File: src/hw/rtl/gsvt_pkg.sv
// Shared types and constants for the global symbol value table.
// Holds the request kind codes, class codes and the control record that
// travels from cell to cell. Depends on nothing.
package gsvt_pkg;

  localparam int KEY_BITS       = 16;
  localparam int SLOT_OUT_BITS  = 5;
  localparam int VALUE_OUT_BITS = 32;

  // Request kinds as they arrive on the input channel.
  typedef enum logic [1:0] {
    KIND_STORE_GLOBAL = 2'd0,
    KIND_STORE_CONST  = 2'd1,
    KIND_FETCH_GLOBAL = 2'd2,
    KIND_FETCH_CONST  = 2'd3
  } kind_t;

  // Entry class codes.
  localparam logic CLASS_GLOBAL = 1'b0;
  localparam logic CLASS_CONST  = 1'b1;

  // Control part of a request in flight along the chain.
  typedef struct packed {
    logic                valid;
    logic                is_store;
    logic                cls;
    logic                hit;     // a matching entry was found upstream
    logic                placed;  // a new entry was appended upstream
    logic [KEY_BITS-1:0] key;
  } gsvt_ctl_t;

endpackage

File: src/hw/rtl/gsvt_cell.sv
// One table entry of the global symbol value table plus its request stage.
// Compares the passing request against its entry, updates the entry and
// hands the request to the next cell. Depends on gsvt_pkg.
module gsvt_cell
  import gsvt_pkg::*;
#(
  parameter int CELL_INDEX = 0,
  parameter int SLOT_BITS  = 5,
  parameter int VALUE_BITS = 32
) (
  input  logic                  clk,
  input  logic                  rst,
  input  logic                  advance,
  input  gsvt_ctl_t             ctl_in,
  input  logic [SLOT_BITS-1:0]  slot_in,
  input  logic [VALUE_BITS-1:0] value_in,
  output gsvt_ctl_t             ctl_out,
  output logic [SLOT_BITS-1:0]  slot_out,
  output logic [VALUE_BITS-1:0] value_out
);

  // Entry storage. The used flag marks the filled prefix of the table.
  logic                  used;
  logic                  entry_class;
  logic [KEY_BITS-1:0]   entry_key;
  logic [VALUE_BITS-1:0] entry_value;

  // Request stage register.
  gsvt_ctl_t             tok_ctl;
  logic [SLOT_BITS-1:0]  tok_slot;
  logic [VALUE_BITS-1:0] tok_value;

  logic                  found;
  logic                  match;
  logic                  append;
  gsvt_ctl_t             ctl_next;
  logic [SLOT_BITS-1:0]  slot_next;
  logic [VALUE_BITS-1:0] value_next;

  // Match only if no earlier cell has claimed the request, so the lowest
  // matching entry wins. The first unused cell takes an unclaimed store.
  always_comb begin
    found      = ctl_in.hit | ctl_in.placed;
    match      = ctl_in.valid & ~found & used & (entry_class == ctl_in.cls) &
                 (entry_key == ctl_in.key);
    append     = ctl_in.valid & ~found & ~used & ctl_in.is_store;
    ctl_next   = ctl_in;
    slot_next  = slot_in;
    value_next = value_in;
    if (match) begin
      ctl_next.hit = 1'b1;
      slot_next    = SLOT_BITS'(CELL_INDEX);
      if (!ctl_in.is_store) begin
        value_next = entry_value;
      end
    end
    if (append) begin
      ctl_next.placed = 1'b1;
      slot_next       = SLOT_BITS'(CELL_INDEX);
    end
  end

  // Control state: stage control record and entry fill flag.
  always_ff @(posedge clk) begin
    if (rst) begin
      tok_ctl <= '0;
      used    <= 1'b0;
    end else if (advance) begin
      tok_ctl <= ctl_next;
      if (append) begin
        used <= 1'b1;
      end
    end
  end

  // Payload and entry contents.
  always_ff @(posedge clk) begin
    if (advance) begin
      tok_slot  <= slot_next;
      tok_value <= value_next;
      if (append) begin
        entry_class <= ctl_in.cls;
        entry_key   <= ctl_in.key;
      end
      if (append || (match && ctl_in.is_store)) begin
        entry_value <= value_in;
      end
    end
  end

  assign ctl_out   = tok_ctl;
  assign slot_out  = tok_slot;
  assign value_out = tok_value;

endmodule

File: src/hw/rtl/global_symbol_value_table.sv
// Global symbol value table: a chain of TABLE_DEPTH entry cells.
// A request walks the chain one cell per clock while the output is not
// stalled, passing the stage register of each cell. Throughput: one request
// per cycle while the output is not stalled. Reset clears all requests in
// flight and empties the table; entry contents hold no defined value until
// written. Depends on gsvt_pkg and gsvt_cell.
module global_symbol_value_table
  import gsvt_pkg::*;
#(
  parameter int TABLE_DEPTH = 32,
  parameter int VALUE_BITS  = 32
) (
  input  logic                      clk,
  input  logic                      rst,
  input  logic                      in_valid,
  output logic                      in_stall,
  input  logic [1:0]                kind,
  input  logic [KEY_BITS-1:0]       symbol_key,
  input  logic [31:0]               store_value,
  output logic                      out_valid,
  input  logic                      out_stall,
  output logic                      hit,
  output logic [VALUE_OUT_BITS-1:0] fetched_value,
  output logic                      table_full,
  output logic [SLOT_OUT_BITS-1:0]  slot
);

  localparam int SLOT_BITS = (TABLE_DEPTH > 1) ? $clog2(TABLE_DEPTH) : 1;

  gsvt_ctl_t             ctl_chain   [0:TABLE_DEPTH];
  logic [SLOT_BITS-1:0]  slot_chain  [0:TABLE_DEPTH];
  logic [VALUE_BITS-1:0] value_chain [0:TABLE_DEPTH];
  logic                  advance;
  logic                  req_store;
  logic                  req_cls;
  gsvt_ctl_t             head_ctl;
  gsvt_ctl_t             last_ctl;

  // The whole chain moves unless a finished result is held at the output.
  assign advance  = ~out_valid | ~out_stall;
  assign in_stall = ~advance;

  // Decode the request kind.
  always_comb begin
    unique case (kind_t'(kind))
      KIND_STORE_GLOBAL: begin req_store = 1'b1; req_cls = CLASS_GLOBAL; end
      KIND_STORE_CONST:  begin req_store = 1'b1; req_cls = CLASS_CONST;  end
      KIND_FETCH_GLOBAL: begin req_store = 1'b0; req_cls = CLASS_GLOBAL; end
      KIND_FETCH_CONST:  begin req_store = 1'b0; req_cls = CLASS_CONST;  end
      default:           begin req_store = 1'b0; req_cls = CLASS_GLOBAL; end
    endcase
  end

  // Head of the chain: the incoming request, not yet claimed by any cell.
  always_comb begin
    head_ctl          = '0;
    head_ctl.valid    = in_valid;
    head_ctl.is_store = req_store;
    head_ctl.cls      = req_cls;
    head_ctl.key      = symbol_key;
  end

  assign ctl_chain[0]   = head_ctl;
  assign slot_chain[0]  = '0;
  assign value_chain[0] = VALUE_BITS'(store_value);

  // One cell per table entry.
  for (genvar i = 0; i < TABLE_DEPTH; i++) begin : g_cell
    gsvt_cell #(
      .CELL_INDEX(i),
      .SLOT_BITS (SLOT_BITS),
      .VALUE_BITS(VALUE_BITS)
    ) u_cell (
      .clk      (clk),
      .rst      (rst),
      .advance  (advance),
      .ctl_in   (ctl_chain[i]),
      .slot_in  (slot_chain[i]),
      .value_in (value_chain[i]),
      .ctl_out  (ctl_chain[i+1]),
      .slot_out (slot_chain[i+1]),
      .value_out(value_chain[i+1])
    );
  end

  // The last cell's stage register is the output register.
  assign last_ctl   = ctl_chain[TABLE_DEPTH];
  assign out_valid  = last_ctl.valid;
  assign hit        = last_ctl.hit;
  assign table_full = last_ctl.is_store & ~last_ctl.hit & ~last_ctl.placed;
  assign slot       = SLOT_OUT_BITS'(slot_chain[TABLE_DEPTH]);

  // Only a fetch that hit returns a value; everything else returns nil.
  always_comb begin
    if (!last_ctl.is_store && last_ctl.hit) begin
      fetched_value = VALUE_OUT_BITS'(value_chain[TABLE_DEPTH]);
    end else begin
      fetched_value = '0;
    end
  end

endmodule

File: config.mk
export PLATFORM = sky130hd
export DESIGN_NAME = global_symbol_value_table
export DESIGN_NICKNAME = d
export VERILOG_FILES = /design/src/hw/rtl/gsvt_pkg.sv /design/src/hw/rtl/gsvt_cell.sv /design/src/hw/rtl/global_symbol_value_table.sv
export SDC_FILE = /design/constraint.sdc
export NUM_CORES = 2
export LEC_CHECK = 0
export BUFFER_PORTS_ARGS = -buffer_cell sky130_fd_sc_hd__buf_4
export CAP_MARGIN = 10
export CORE_ASPECT_RATIO = 0.5
export CORE_MARGIN = 2
export CORE_UTILIZATION = 42
export CTS_CLUSTER_DIAMETER = 100
export CTS_CLUSTER_SIZE = 28
export DETAILED_ROUTE_END_ITERATION = 10
export PLACE_DENSITY = 0.59
export SKIP_CTS_REPAIR_TIMING = 1
export SYNTH_ARGS = -nofsm -noshare
export SYNTH_HDL_FRONTEND = slang
export SYNTH_HIERARCHICAL = 1
export SYNTH_SLANG_ARGS = --single-unit
File: constraint.sdc
create_clock -name clk -period 40 [get_ports clk]
set_input_delay 12 -clock clk [delete_from_list [all_inputs] [get_ports clk]]
set_output_delay 12 -clock clk [all_outputs]
set_load 0.005 [all_outputs]
==> flow_metrics.py <==
metrics = {
    "clock_network": {
        "ctsLongestPathBuffers": 4,
        "clock-root-buffer": "clkbuf_16",
        "clock_latency_ns": 0.85,
        "cts_sinks": 3439,
        "htree_levels": 4,
        "cts.clk_slew.worst_paths_ns": 0.10,
        "cts_tree": "built",
        "cts_buffers": 148,
    },
    "floorplan": {
        "die_y_um": 402,
        "die_x_um": 800,
        "initial_core_util_pct": 42.4,
        "io_pins": 95,
        "die-area_mm2": 0.321,
        "core_mm2": 0.314,
        "placementRows": 145,
    },
    "layout": {
        "drive_gt1_share_pct": 18.7,
        "mostFrequentLayoutCells": "2752 x edfxtp_1, 960 x mux2_4, 751 x nor2_1",
        "fillCellCount": 26900,
        "final_nets": 7518,
        "fin_util_pct": 44.9,
        "area_delta_synth_final_pct": 5.85,
        "layout_commonest_cell": "edfxtp_1",
    },
    "sta": {
        "rsz0062_at_grt": "no",
        "maxSlewViolCount": 0,
        "fin_crit_ns": 24.41,
        "fin_crit_sh_pct": 61.0,
        "skew_ns": 0.0393,
        "setup_viol": 0,
        "max_freq_mhz": 41.0,
        "hold_viol_final": 0,
        "finalSetupTns_ns": 0,
        "tightest_slew_ns": 1.30,
        "max_slew_margin_pct": 13.3,
    },
    "critical_path": {
        "crit_type": "in -> out",
        "crit_fanout": 2,
        "endpoint_kind": "output pin",
        "worstPathRequired_ns": 28.00,
        "start_kind": "input pin",
        "critPathArrivalTime_ns": 12.41,
    },
    "power_and_ir_drop": {
        "comb_power_share_pct": 1.9,
        "clock_power_share_pct": 29.7,
        "vdd_drop_max_mv": 0.0352,
        "p_seq_share_pct": 68.4,
        "switching_power_uw": 1070,
        "power.density_mw_per_mm2": 41.1,
        "p_int_uw": 4700,
        "swShare_pct": 18.6,
        "leakage_uw": 0.0504,
    },
    "global_routing": {
        "grt_usage_pct": 9.73,
        "grt_overflow": 0,
        "grt_pass1_vias": 53000,
        "grt_first_pass_wirelength_mm": 270,
        "grt_start_max_net_pins": 190,
        "grt_antenna_before_repair": 1,
    },
    "route": {
        "drc": 0,
        "via_count": 53500,
        "ant_nets": 0,
        "vias_per_cell": 4.57,
        "totalWireLength_mm": 159,
        "dr.pass1.iters": 5,
        "routedWlPerCell_um": 13.6,
        "drt_first_iter_violations": 2486,
    },
    "place": {
        "dp_hpwl_mm": 99.3,
        "place.gp.congestion": 0.708,
        "portBuffers": 94,
    },
    "run_status": {
        "status": "finished, final reports clean",
    },
    "logic_synthesis": {
        "synth_area_mm2": 0.133,
        "netlist_instances": 7448,
        "postSynthAreaPerCell_um2": 17.8,
        "ys_warn_count": 6,
    },
    "hold_path": {
        "hold_path_class": "reg -> reg",
    },
    "flow_run": {
        "cap_violations": 0,
    },
}
routing by layer:
layer | part of all wire, % | track usage (%) | up-vias
met5 | 0 | 0 | -
met4 | 1.9 | 2.11 | 0
met3 | 3.0 | 1.73 | 203
met2 | 47 | 16.4 | 377
met1 | 48 | 13.2 | 25500
li1 | - | - | 27500
worst max-delay path, cell delays in order:
cell    delay (ns)
buf_4         0.13
and2_1        0.15
buf_4         0.13
registers in the layout, indices dropped and copies added, names as in the netlist:
signal                     cells
g_cell.u_cell/entry_value   1024
g_cell.u_cell/value_out     1024
g_cell.u_cell/ctl_out        655
g_cell.u_cell/entry_key      512
g_cell.u_cell/slot_out       160
g_cell.u_cell/entry_class     32
g_cell.u_cell/used            32
final timing paths:
kind                                              start                                           to  slack, ns  cells after the start
max reg2reg  g_cell[31].u_cell/ctl_out[20]$_SDFFE_PP0P_     g_cell[0].u_cell/ctl_out[9]$_SDFFE_PP0P_      32.53                      9
max                                           out_stall                                     in_stall      15.59                      3
min           g_cell[14].u_cell/value_out[13]$_DFFE_PP_  g_cell[15].u_cell/entry_value[13]$_DFFE_PP_       0.42                      0
min reg2reg   g_cell[14].u_cell/value_out[13]$_DFFE_PP_  g_cell[15].u_cell/entry_value[13]$_DFFE_PP_       0.42                      0
stage by stage:
| step | instance area, µm² | instances | hold slack [ns] | worst slack, ns | total power [µW] |
|---|---|---|---|---|---|
| finish | 141000 | 11700 | 0.421 | 15.59 | 5780 |
| global route | 141000 | 11700 | 0.448 | 15.57 | 6020 |
| CTS | 141000 | 11700 | 0.427 | 15.58 | 5880 |
| detailed placement | 137000 | 11500 | 0.434 | 15.58 | 4150 |
| global placement | 137000 | 11500 | 0.436 | 15.58 | 4140 |
| floorplan | 133000 | 7456 | 0.422 | 10.85 | 4110 |
power groups by stage:
stage          Combinational [µW]  Sequential (µW)  Clock [µW]
2_1_floorplan                94.1             4020           0
3_3_place_gp                  110             4030           0
3_5_place_dp                  112             4030           0
4_1_cts                       113             3950        1810
5_1_grt                       121             3960        1940
6_report                      111             3950        1720
final cells by class:
cell class	instances	area, µm²	share of cell area, %
diodes	2	5.00	0.00356
clock buffers	200	4010	2.85
clock inverters	3	25.0	0.0178
inverters	33	124	0.0880
multi-input cells	3690	33700	23.9
flip-flops and latches	3439	96400	68.5
well taps	4189	5240	3.73
repair buffers	152	1200	0.852
Note: power is estimated with default switching activity, not from simulation.
